===== config.mk =====
export PLATFORM = sky130hd
export DESIGN_NAME = dvob_front
export DESIGN_NICKNAME = d
export VERILOG_FILES = /design/src/design/dvob_pkg.sv /design/src/design/dvob_front.sv
export SDC_FILE = /design/constraint.sdc
export NUM_CORES = 1
export LEC_CHECK = 0
export CAP_MARGIN = 15
export CORE_AREA = 4 4 234 236
export DETAILED_ROUTE_END_ITERATION = 16
export DIE_AREA = 0 0 238 240
export DONT_BUFFER_PORTS = 1
export GPL_TIMING_DRIVEN = 0
export PLACE_DENSITY = 0.3
export SLEW_MARGIN = 40
export SYNTH_ARGS = -nofsm -noshare
export SYNTH_HDL_FRONTEND = slang
export SYNTH_SLANG_ARGS = --single-unit

===== constraint.sdc =====
create_clock -name vclk -period 1
set_input_delay 0.2 -clock vclk [all_inputs]
set_output_delay 0.2 -clock vclk [all_outputs]
set_load 0.05 [all_outputs]

===== src/design/dvob_pkg.sv =====
// Shared types, register codes and constants for the disc versus oriented box scan.
package dvob_pkg;

  // Stream payload widths
  localparam int IN_TDATA_W  = 288;
  localparam int OUT_TDATA_W = 32;

  // Default depth of the front-to-back queue
  localparam int QUEUE_DEPTH = 4;

  // Configuration register indexes
  localparam logic [0:0] REG_STEP_HEIGHT  = 1'b0;
  localparam logic [0:0] REG_ACTOR_HEIGHT = 1'b1;

  // Reset values of the configuration registers (Q16.16)
  localparam logic [30:0] STEP_HEIGHT_RST  = 31'd32768;
  localparam logic [30:0] ACTOR_HEIGHT_RST = 31'd131072;

  // floor(2^34 / 5): reciprocal used to divide the probe numerator by five
  localparam logic [31:0] RECIP_5   = 32'd3435973836;
  localparam int          DIV_SHIFT = 34;

  // Half of one Q16.16 step in the Q16.30 rotation product
  localparam logic signed [50:0] ROUND_HALF = 51'sd8192;

  // Item kinds
  typedef enum logic {
    OP_QUERY = 1'b0,
    OP_BOX   = 1'b1
  } op_t;

  // Back-end sequencer states
  typedef enum logic [3:0] {
    ST_IDLE,
    ST_QRY_MUL,
    ST_QRY_DIV,
    ST_QRY_SQ,
    ST_BOX_MUL,
    ST_BOX_ROT,
    ST_BOX_CLAMP,
    ST_BOX_SQ,
    ST_FINISH
  } st_t;

  // One classified item as it sits in the queue
  typedef struct packed {
    op_t                op;
    logic               last;
    logic signed [31:0] x;
    logic signed [31:0] z;
    logic signed [31:0] y;
    logic [30:0]        radius;
    logic [32:0]        probe_num;   // 4 * radius + 2, queries only
    logic signed [15:0] cos_v;
    logic signed [15:0] sin_v;
    logic [30:0]        half_x;
    logic [30:0]        half_z;
    logic signed [31:0] base;
    logic signed [31:0] top;
  } item_t;

  // Configuration register file contents
  typedef struct packed {
    logic [30:0] step_height;
    logic [30:0] actor_height;
  } cfg_t;

endpackage


===== src/design/dvob_front.sv =====
// Front end: unpacks accepted input transactions and classifies them for the queue.
module dvob_front (
  input  logic                             in_tvalid,
  output logic                             in_tready,
  input  logic [dvob_pkg::IN_TDATA_W-1:0]  in_tdata,
  input  logic                             in_tuser,
  input  logic                             in_tlast,
  input  logic                             q_full,
  output logic                             q_push,
  output dvob_pkg::item_t                  q_item
);
  import dvob_pkg::*;

  logic [30:0] radius;

  // Accept whenever the queue has room
  assign in_tready = !q_full;
  assign q_push    = in_tvalid && !q_full;

  assign radius = in_tdata[126:96];

  // Unpack the payload and tag the item kind
  always_comb begin
    q_item           = '0;
    q_item.op        = (in_tuser == 1'b0) ? OP_QUERY : OP_BOX;
    q_item.last      = in_tlast;
    q_item.x         = in_tdata[31:0];
    q_item.z         = in_tdata[63:32];
    q_item.y         = in_tdata[95:64];
    q_item.radius    = radius;
    q_item.cos_v     = in_tdata[142:127];
    q_item.sin_v     = in_tdata[158:143];
    q_item.half_x    = in_tdata[189:159];
    q_item.half_z    = in_tdata[220:190];
    q_item.base      = in_tdata[252:221];
    q_item.top       = in_tdata[284:253];
    // Queries carry the rounding numerator of the 0.8 probe radius
    if (q_item.op == OP_QUERY) begin
      q_item.probe_num = {radius, 2'b00} + 33'd2;
    end
  end

endmodule


**After elaboration in Yosys (flattened, before gate mapping)**

Index checks and enable logic that the tools add are counted.

- Register bits: 0
- Bits of input ports: 292
- Output and inout bits: 322
- Logic and storage cells: 5

- Add/sub/neg operators: 1
- Multiplexer cells: 2
- Reductions and logical operators: 2

Operators by type and width:

| kind | count |
|---|---|
| adder 33 x 2 -> 33 bit, second input constant | 1 |
| two-way mux 33 bit | 1 |
| logical AND 1 bit | 1 |
| logical NOT 1 bit | 1 |
| two-way mux 1 bit | 1 |

**Longest topological paths before layout**

- Word-level depth: 2
- Gate-level depth with buffers: 2
- Gate-level depth less buffers: 1

**Least setup slack after synthesis**

OpenSTA, ideal clock, no wires.

- Path kind: input port to output port
- Start: in in_tuser
- End: out q_item[160] (netlist name)
- Arrival time: 1046 ps
- Required time: 800 ps
- Setup slack: -246 ps
- Cell stages on the path: 2
- Path buffers: 1
- Path through: buf_4 nor2b_1

RTL lines:

| element | line | RTL |
|---|---|---|
| start, declared | dvob_front.sv:6 | `input logic in_tuser,` |
| end, declared | dvob_front.sv:10 | `output dvob_pkg::item_t q_item` |

==> reports/summary.txt <==
Pins Over Slew Limit: 0
Register area: 0 sq um
Layout clock buffers: 0
Vias: 1846
Final wirelength: 12.88 mm
CP max stage delay: 0.49 ns
Routability cong.: 0.7822
Detailed placer's ending HPWL: 12.28 mm
Final Instance Area: 0.003447 sq mm
Port buffer count: 0
Num sequential: 0
Place WS: -0.1071 ns
DR iter-0 viols: 18
Fin nets: 620
Synth area leaders: buf_4 (91%), nor2b_1 (8.4%), inv_1 (0.31%)
Hold Path Class: in2out
Synth Area per Inst: 7.350 sq um
DRT Pass-1 Iters: 4
VDD IR-drop max: 0.2743 mV
Crit path cell chain: buf_4 -> nor2b_2
Mapped Nets: 618
FMAX: 0.9142 GHz
# setup viols final: 9
Mapped cell area: 0.002396 sq mm
Power density over the cells: 1068 mW/mm^2
Crit-path leading delay family: simple AND/OR/NAND/NOR gates
Outcome: finished with violations
Share of cells above drive strength 1: 99.08%
Cells after synthesis: 326
First-pass GRT wire length: 13.02 mm
Critical path fanouts, max: 10
Worst Setup Slack, final: -0.09380 ns
RSZ-0062 raised after global routing: true
Drt wl/cell: 12.65 microns
Non-Filler Instances: 1018
Antenna-violating nets left: 0
Hold slack: 0.4980 ns
Gr ovfl total: 0
Leakage power: 1.596 nW
Vias per cell: 1.813
Effective utilization at floorplan: 4.569%
Commonest non-fill, non-tap cell in the layout: buf_4
Worst path arrival time: 0.89 ns
Critical path type: in2out
Failing checks: negative setup slack
Row count: 84
Highest-count cells in the layout ignoring fill and taps: buf_4 (291), nor2b_4 (20), nor2b_2 (12), inv_1 (2), conb_1 (1)
I/O pin total: 614
Placed Area: 0.003337 sq mm
Drc violations: 0
Relative slew slack: 61.33%
Largest net degree at the start of global routing: 11
Seq/Total Area, Yosys: 0%
Startpoint Class: input port
Worst EP required: 0.80 ns
Synth area leader: buf_4
Initial antenna violation count: 5
Synth-to-layout area growth: 43.86%
Post-CTS Setup Bufs: 0
Full die area: 0.05712 sq mm
Worst path buffer plus inverter count: 1
CP max-delay cell: nor2b_2
Overall global routing resource usage: 3.239%
Unique cell type count in the Yosys netlist: 4
Final Hold Viols: 0
Vias in the first global route: 1724
Max-capacitance violation count: 0
Slew at the pin with the worst max-slew slack: 0.5774 ns
Yosys warns: 0
Die Wd: 238 microns
Tcrit/Tclk final: 109.4%
CP endpoint kind: output port
Cell Count Post-Placement: 1014
Area of the core: 0.05245 sq mm
Die Y: 240 microns
Post-synth top area share: 91.17%
Min cycle time layout: 1.094 ns
Total chip power: 3.681 mW
report_power, final:
| part | total (mW) | internal (mW) | switching, mW |
|---|---|---|---|
| Sequential | 0 | 0 | 0 |
| Clock | 0.000000535 | 0.000000535 | 0 |
| Combinational | 3.68 | 0.869 | 2.81 |
| Total | 3.68 | 0.869 | 2.81 |
cell type report:
class,count,area [sq um]
Antenna cell,4,10.01
Buffer,291,2185
Fill cell,6116,49000
Inverter,2,7.507
Multi-Input combinational cell,33,384.1
Tap cell,688,860.8
synthesized netlist by cell type:
cell / number
buf_4: 291
nor2b_1: 32
inv_1: 2
conb_1: 1
through the flow:
step	setup TNS, ns	utilization (%)
after floorplan	-7.131	-
after global placement	-9.667	6.224
after detailed placement	-2.224	6.363
after CTS	-1.038	6.554
after global routing	-0.9538	6.573
final	-0.7406	6.573
per-layer routing:
metal	part of all wire (%)	vias to the layer above	wire length, microns	global-route usage [%]
met5	0.10	-	13	0
met4	7.1	2	920	2.515
met3	12	28	1582	0.4129
met2	54	325	6947	6.443
met1	27	803	3414	2.940
li1	-	688	-	-
what timing repair did:
action,4_1_cts,5_1_grt
setup endpoints to repair,29,9
cloned,0,0
gates resized for setup,20,0
hold buffers,0,0
logic make-up after synthesis:
kind of cell,synth area share (%)
other,0.1565
buffers and inverters,91.49
and+or+nand+nor,8.355
final timing paths:
path | from | endpoint | depth (start not counted)
min | q_full | q_push | 1
max | in_tuser | q_item[186] | 2
No activity file was read; power rests on OpenSTA's default activity.
