===== src/design/dvob_pkg.sv =====
// Shared types, register codes and constants for the disc versus oriented box scan.
package dvob_pkg;

  // Stream payload widths
  localparam int IN_TDATA_W  = 288;
  localparam int OUT_TDATA_W = 32;

  // Default depth of the front-to-back queue
  localparam int QUEUE_DEPTH = 4;

  // Configuration register indexes
  localparam logic [0:0] REG_STEP_HEIGHT  = 1'b0;
  localparam logic [0:0] REG_ACTOR_HEIGHT = 1'b1;

  // Reset values of the configuration registers (Q16.16)
  localparam logic [30:0] STEP_HEIGHT_RST  = 31'd32768;
  localparam logic [30:0] ACTOR_HEIGHT_RST = 31'd131072;

  // floor(2^34 / 5): reciprocal used to divide the probe numerator by five
  localparam logic [31:0] RECIP_5   = 32'd3435973836;
  localparam int          DIV_SHIFT = 34;

  // Half of one Q16.16 step in the Q16.30 rotation product
  localparam logic signed [50:0] ROUND_HALF = 51'sd8192;

  // Item kinds
  typedef enum logic {
    OP_QUERY = 1'b0,
    OP_BOX   = 1'b1
  } op_t;

  // Back-end sequencer states
  typedef enum logic [3:0] {
    ST_IDLE,
    ST_QRY_MUL,
    ST_QRY_DIV,
    ST_QRY_SQ,
    ST_BOX_MUL,
    ST_BOX_ROT,
    ST_BOX_CLAMP,
    ST_BOX_SQ,
    ST_FINISH
  } st_t;

  // One classified item as it sits in the queue
  typedef struct packed {
    op_t                op;
    logic               last;
    logic signed [31:0] x;
    logic signed [31:0] z;
    logic signed [31:0] y;
    logic [30:0]        radius;
    logic [32:0]        probe_num;   // 4 * radius + 2, queries only
    logic signed [15:0] cos_v;
    logic signed [15:0] sin_v;
    logic [30:0]        half_x;
    logic [30:0]        half_z;
    logic signed [31:0] base;
    logic signed [31:0] top;
  } item_t;

  // Configuration register file contents
  typedef struct packed {
    logic [30:0] step_height;
    logic [30:0] actor_height;
  } cfg_t;

endpackage


===== src/design/dvob_fifo.sv =====
// Short queue of classified items between the front and back ends.
module dvob_fifo #(
  parameter int DEPTH = dvob_pkg::QUEUE_DEPTH
) (
  input  logic            clk,
  input  logic            rst_n,
  input  logic            push,
  input  dvob_pkg::item_t push_item,
  output logic            full,
  input  logic            pop,
  output logic            head_valid,
  output dvob_pkg::item_t head_item
);
  import dvob_pkg::*;

  localparam int AW = (DEPTH > 1) ? $clog2(DEPTH) : 1;
  localparam int CW = $clog2(DEPTH + 1);

  item_t         mem_r [DEPTH];
  logic [AW-1:0] wr_ptr_r;
  logic [AW-1:0] rd_ptr_r;
  logic [CW-1:0] count_r;
  logic          do_push;
  logic          do_pop;

  assign full       = (count_r == CW'(DEPTH));
  assign head_valid = (count_r != '0);
  assign head_item  = mem_r[rd_ptr_r];
  assign do_push    = push && !full;
  assign do_pop     = pop && head_valid;

  // Store incoming items
  always_ff @(posedge clk) begin
    if (do_push) begin
      mem_r[wr_ptr_r] <= push_item;
    end
  end

  // Advance pointers and track occupancy
  always_ff @(posedge clk) begin
    if (!rst_n) begin
      wr_ptr_r <= '0;
      rd_ptr_r <= '0;
      count_r  <= '0;
    end else begin
      if (do_push) begin
        wr_ptr_r <= (wr_ptr_r == AW'(DEPTH - 1)) ? '0 : wr_ptr_r + 1'b1;
      end
      if (do_pop) begin
        rd_ptr_r <= (rd_ptr_r == AW'(DEPTH - 1)) ? '0 : rd_ptr_r + 1'b1;
      end
      if (do_push && !do_pop) begin
        count_r <= count_r + 1'b1;
      end else if (do_pop && !do_push) begin
        count_r <= count_r - 1'b1;
      end
    end
  end

endmodule


===== config.mk =====
export PLATFORM = sky130hd
export DESIGN_NAME = dvob_fifo
export DESIGN_NICKNAME = d
export VERILOG_FILES = /design/src/design/dvob_pkg.sv /design/src/design/dvob_fifo.sv
export SDC_FILE = /design/constraint.sdc
export NUM_CORES = 1
export LEC_CHECK = 0
export BUFFER_PORTS_ARGS = -buffer_cell sky130_fd_sc_hd__buf_2
export CAP_MARGIN = 10
export CORE_ASPECT_RATIO = 1.25
export CORE_UTILIZATION = 40
export CTS_BUF_LIST = sky130_fd_sc_hd__clkbuf_4
export DETAILED_ROUTE_END_ITERATION = 10
export PLACE_DENSITY_LB_ADDON = 0.15
export SYNTH_ARGS = -nofsm -noshare
export SYNTH_HDL_FRONTEND = slang
export SYNTH_SLANG_ARGS = --single-unit

===== constraint.sdc =====
create_clock -name clk -period 11.95 [get_ports clk]
set_clock_uncertainty 0.2 [all_clocks]
set_input_delay 1.195 -clock clk [delete_from_list [all_inputs] [get_ports clk]]
set_output_delay 1.195 -clock clk [all_outputs]
set_load 0.01 [all_outputs]

Yosys cells after proc, flatten, opt, wreduce, memory -nomap -nowiden
Memory sizes are Yosys's and may differ from the RTL's. A register that Yosys moved wholly into a read port is not among the register bits.
Cells that the tools add are included.
- flip-flop bits (word level): 7
- RAM bits: 1280
- input port bits: 324
- output and inout port bits: 322
- logic and storage cells: 28
- memories: 1
- memories (name ; words ; bits a word ; read ports ; clocked after memory_dff ; wr ports ; RTL line ; source):
    mem_r ; 4 ; 320 ; 1 ; 1 ; 1 ; dvob_fifo.sv:19 ; item_t mem_r [DEPTH];
- add/sub/neg operators: 4
- equality and inequality tests: 3
- mux-type cells: 8
- reductions and logical operators: 9
- operators with widths (cell ; count):
    $mux 2 ; 4
    $mux 3 ; 2
    $add 2x1->2 const B ; 2
    $eq 2x2->1 const B ; 2
    $logic_and 1x1->1 ; 4
    $add 3x1->3 const B ; 1
    $eq 3x3->1 const B ; 1
    $logic_not 1->1 ; 3
    $reduce_bool 3->1 ; 1
    $sub 3x1->3 const B ; 1
    $mux 1 ; 2
    $reduce_bool 2->1 ; 1

Logic depth before layout (Yosys ltp)
- word-level depth: 7
- depth in mapped cells: 9

Worst setup path before layout
Ideal clock, no wire load.
- path kind: input to register
- start point: in push
- end point: mem mem_r[1][0] in the netlist's numbering (enable)
- library setup time: 0.723 ns
- arrival time: 8.830 ns
- path slack: 2.197 ns
- stages on the path: 3
- path through: nor2b_1 -> clkbuf_1 -> and2_1
- word-level cells in the longest chain between the ends: 3
- ends and longest elaborated chain (element ; RTL line ; source):
    from (decl) ; dvob_fifo.sv:7 ; input logic push,
    $logic_and 1x1->1 ; dvob_fifo.sv:29 ; assign do_push = push && !full;
    via do_push ; dvob_fifo.sv:23 ; logic do_push;
    $mux 1 ; dvob_fifo.sv:34 ; if (do_push) begin
    $mux 1 (implied by the code) ; dvob_fifo.sv:35 ; mem_r[wr_ptr_r] <= push_item;
    to (decl) ; dvob_fifo.sv:19 ;
The timed path passes the listed nets, and every way through them passes these cells.

==> flow_summary.yaml <==
run_status:
  status: "finished clean"
pwr:
  sw_frac_of_total_pct: 27.6
  p_int_mw: 8.57
  share_comb_of_total_power_pct: 22.7
  ir_worst_vdd_mv: 0.138
  pwr-share-clk_pct: 29.5
  power_density_nw_per_um2: 202
  seqPwrFrac_pct: 47.7
  p_leak_nw: 20.0
  power_switching_mw: 3.28
synthesis:
  synthFlopType: "edfxtp_1"
  synth_cell_types: 24
  avgSynthCellArea_um2: 27.3
  synth_edf_count: 1280
  yosysMostFrequentCell: "edfxtp_1"
  async_flop_share_pct: 0
  ys_ff_latch: 1289
  syn_inst: 1723
  synth_top_cell_area_share_pct: 81.8
  synthTopCellsByCount: "edfxtp_1, mux4_2, buf_12"
  synth_area_leaders: "edfxtp_1, mux4_2, buf_12, dfxtp_1, buf_2"
  synth_top_area_cell: "edfxtp_1"
  syn_area_um2: 47000
  syn-num-nets: 2054
  ys_warn_count: 0
  ys_seq_area_share_pct: 82.2
sta:
  hold_violations: 0
  finalSetupViolations: 0
  min_period_ps: 6130
  setup_tns_ps: 0
  period_share_pct: 51.3
  slew_violations: 0
  tightest_slew_ps: 1210
  max_freq_ghz: 0.163
  maxSlewHeadroom_pct: 19.4
  rsz0062_at_grt: "false"
clock_tree:
  root_buffer: "clkbuf_4"
  numCtsBuffers: 335
  cts_tree: "yes"
  htree_levels: 5
  clock_latency_ps: 1170
  path_clk_slew_ps: 60
  post_cts_buffers: 0
  clkSinkCount: 1289
  clk_path_buf_depth: 4
detailed_routing:
  wl_per_cell_um: 22.1
  routed-via-count: 23140
  drt_first_pass_iters: 5
  wl_met1_um: 39800
  first_iter_violations: 1209
  dr_wl_met3_um: 9970
  remaining_drc_errors: 0
  wl_met2_um: 52100
  drtAntennaViolNets: 0
  vias_per_cell: 4.86
  drt_wl_total_um: 105000
  highest_layer: "met5"
worst_hold_path:
  hold_class: "input pin to register"
setup_path:
  cp_data_required_time_ps: 10560
  cp-end-kind: "output port"
  path_class: "register to output port"
  worstSetupStartpointType: "register"
  cp_max_fo: 101
  arrival_ps: 4730
global_route:
  grt_pass1_vias: 25850
  grt_usage_pct: 17.7
  grt_pass1_wl_um: 154000
  grt_start_max_net_pins: 144
  antenna_found_initial: 30
  grt_remaining_overflow: 0
floorplan:
  die-area_um2: 119000
  std_cell_rows: 140
  ios: 646
  die_w_um: 309
  die_y_um: 385
  initial_core_util_pct: 40.3
  core_area_um2: 116000
placed_design:
  gp_congestion: 0.749
  port_buffers: 645
  dp_hpwl_um: 61900
final_layout:
  num-nets-final: 3300
  area_delta_synth_final_pct: 25.0
  fin_util_pct: 50.4
  drive_above_1_share_pct: 46.2
run:
  maxCapViolations: 0
## power groups by stage
stage	Sequential (mW)	Combinational (mW)	Clock, mW
6_report	5.66	2.70	3.50
5_1_grt	5.70	2.91	3.86
4_1_cts	5.67	2.78	3.64
3_5_place_dp	5.76	2.68	0
3_3_place_gp	5.74	2.67	0
2_1_floorplan	5.83	1.80	0
## metrics by stage
stage | setup WS, ps | instance area, um2 | hold WS (ps) | std cells | power (mW)
finish | 5820 | 58700 | 249 | 4761 | 11.8
global route | 5220 | 58700 | 122 | 4755 | 12.5
CTS | 5420 | 58700 | 49.2 | 4743 | 12.1
detailed placement | 6810 | 51600 | 305 | 3873 | 8.44
global placement | 6860 | 51600 | 280 | 3873 | 8.40
floorplan | 2200 | 47000 | 268 | 1723 | 7.63
## cell families (layout without fill, tap and decap cells)
| kind of cell | count (synthesis) | in the layout | synth area share [%] |
|---|---|---|---|
| DFF | 1289 | 1289 | 82.2 |
| muxes | 323 | 323 | 15.4 |
| buffers and inverters | 77 | 1535 | 1.87 |
| and+or+nand+nor | 20 | 20 | 0.221 |
| adders and majority gates | 7 | 7 | 0.202 |
| AOI/OAI and AO/OA | 5 | 5 | 0.0639 |
| xor gates and xnor gates | 2 | 2 | 0.0373 |
| other | 0 | 18 | 0 |
## registers in the layout, summed over array words and instances, names as in the netlist, named ones only
signal / cells
wr_ptr_r: 2
count_r: 3
rd_ptr_r: 2
mem_r: 1280
## cell usage in the layout (no fill, tap or decap), types with 10 or more instances in the layout
| cell | instances |
|---|---|
| mux4_2 | 320 |
| buf_12 | 10 |
| clkinv_1 | 67 |
| clkinv_2 | 10 |
| dlygate4sd3_1 | 321 |
| buf_2 | 645 |
| edfxtp_1 | 1280 |
| clkbuf_4 | 462 |
| diode_2 | 18 |
## worst paths after layout
| check | from | end | slack (ps) | cells after the start |
|---|---|---|---|---|
| max | register | head_item[251] | 5820 | 4 |
| min | pop | rd_ptr_r[1] | 250 | 3 |
| max reg2reg | count_r[0] | mem_r[2][295] | 7770 | 5 |
| min reg2reg | wr_ptr_r[1] | wr_ptr_r[1] | 310 | 2 |
## layout make-up
cell class	count	area [um2]
Tap cell	1562	1950
Sequential cell	1289	38600
Inverter	3	11.3
Timing Repair Buffer	983	6690
Antenna cell	18	45.0
Clock inverter	87	422
Clock buffer	462	3470
Multi-Input combinational cell	357	7490
Fill cell	9597	57800
## worst max-delay path, cell delays in order, from the launching register on
cell	delay, ps
dfxtp_4	970
buf_12	600
buf_4	870
mux4_2	630
buf_2	160
## routing by layer
| metal | vias to the layer above | track usage, % |
|---|---|---|
| li1 | 10250 | - |
| met1 | 11872 | 20.1 |
| met2 | 785 | 28.6 |
| met3 | 207 | 8.01 |
| met4 | 26 | 7.76 |
| met5 | - | 0 |
## what timing repair did
item	in CTS	in global routing
hold buffers	321	0
gates resized for setup	0	0
hold endpoints to repair	1285	0
No activity file was read; power rests on OpenSTA's default activity.
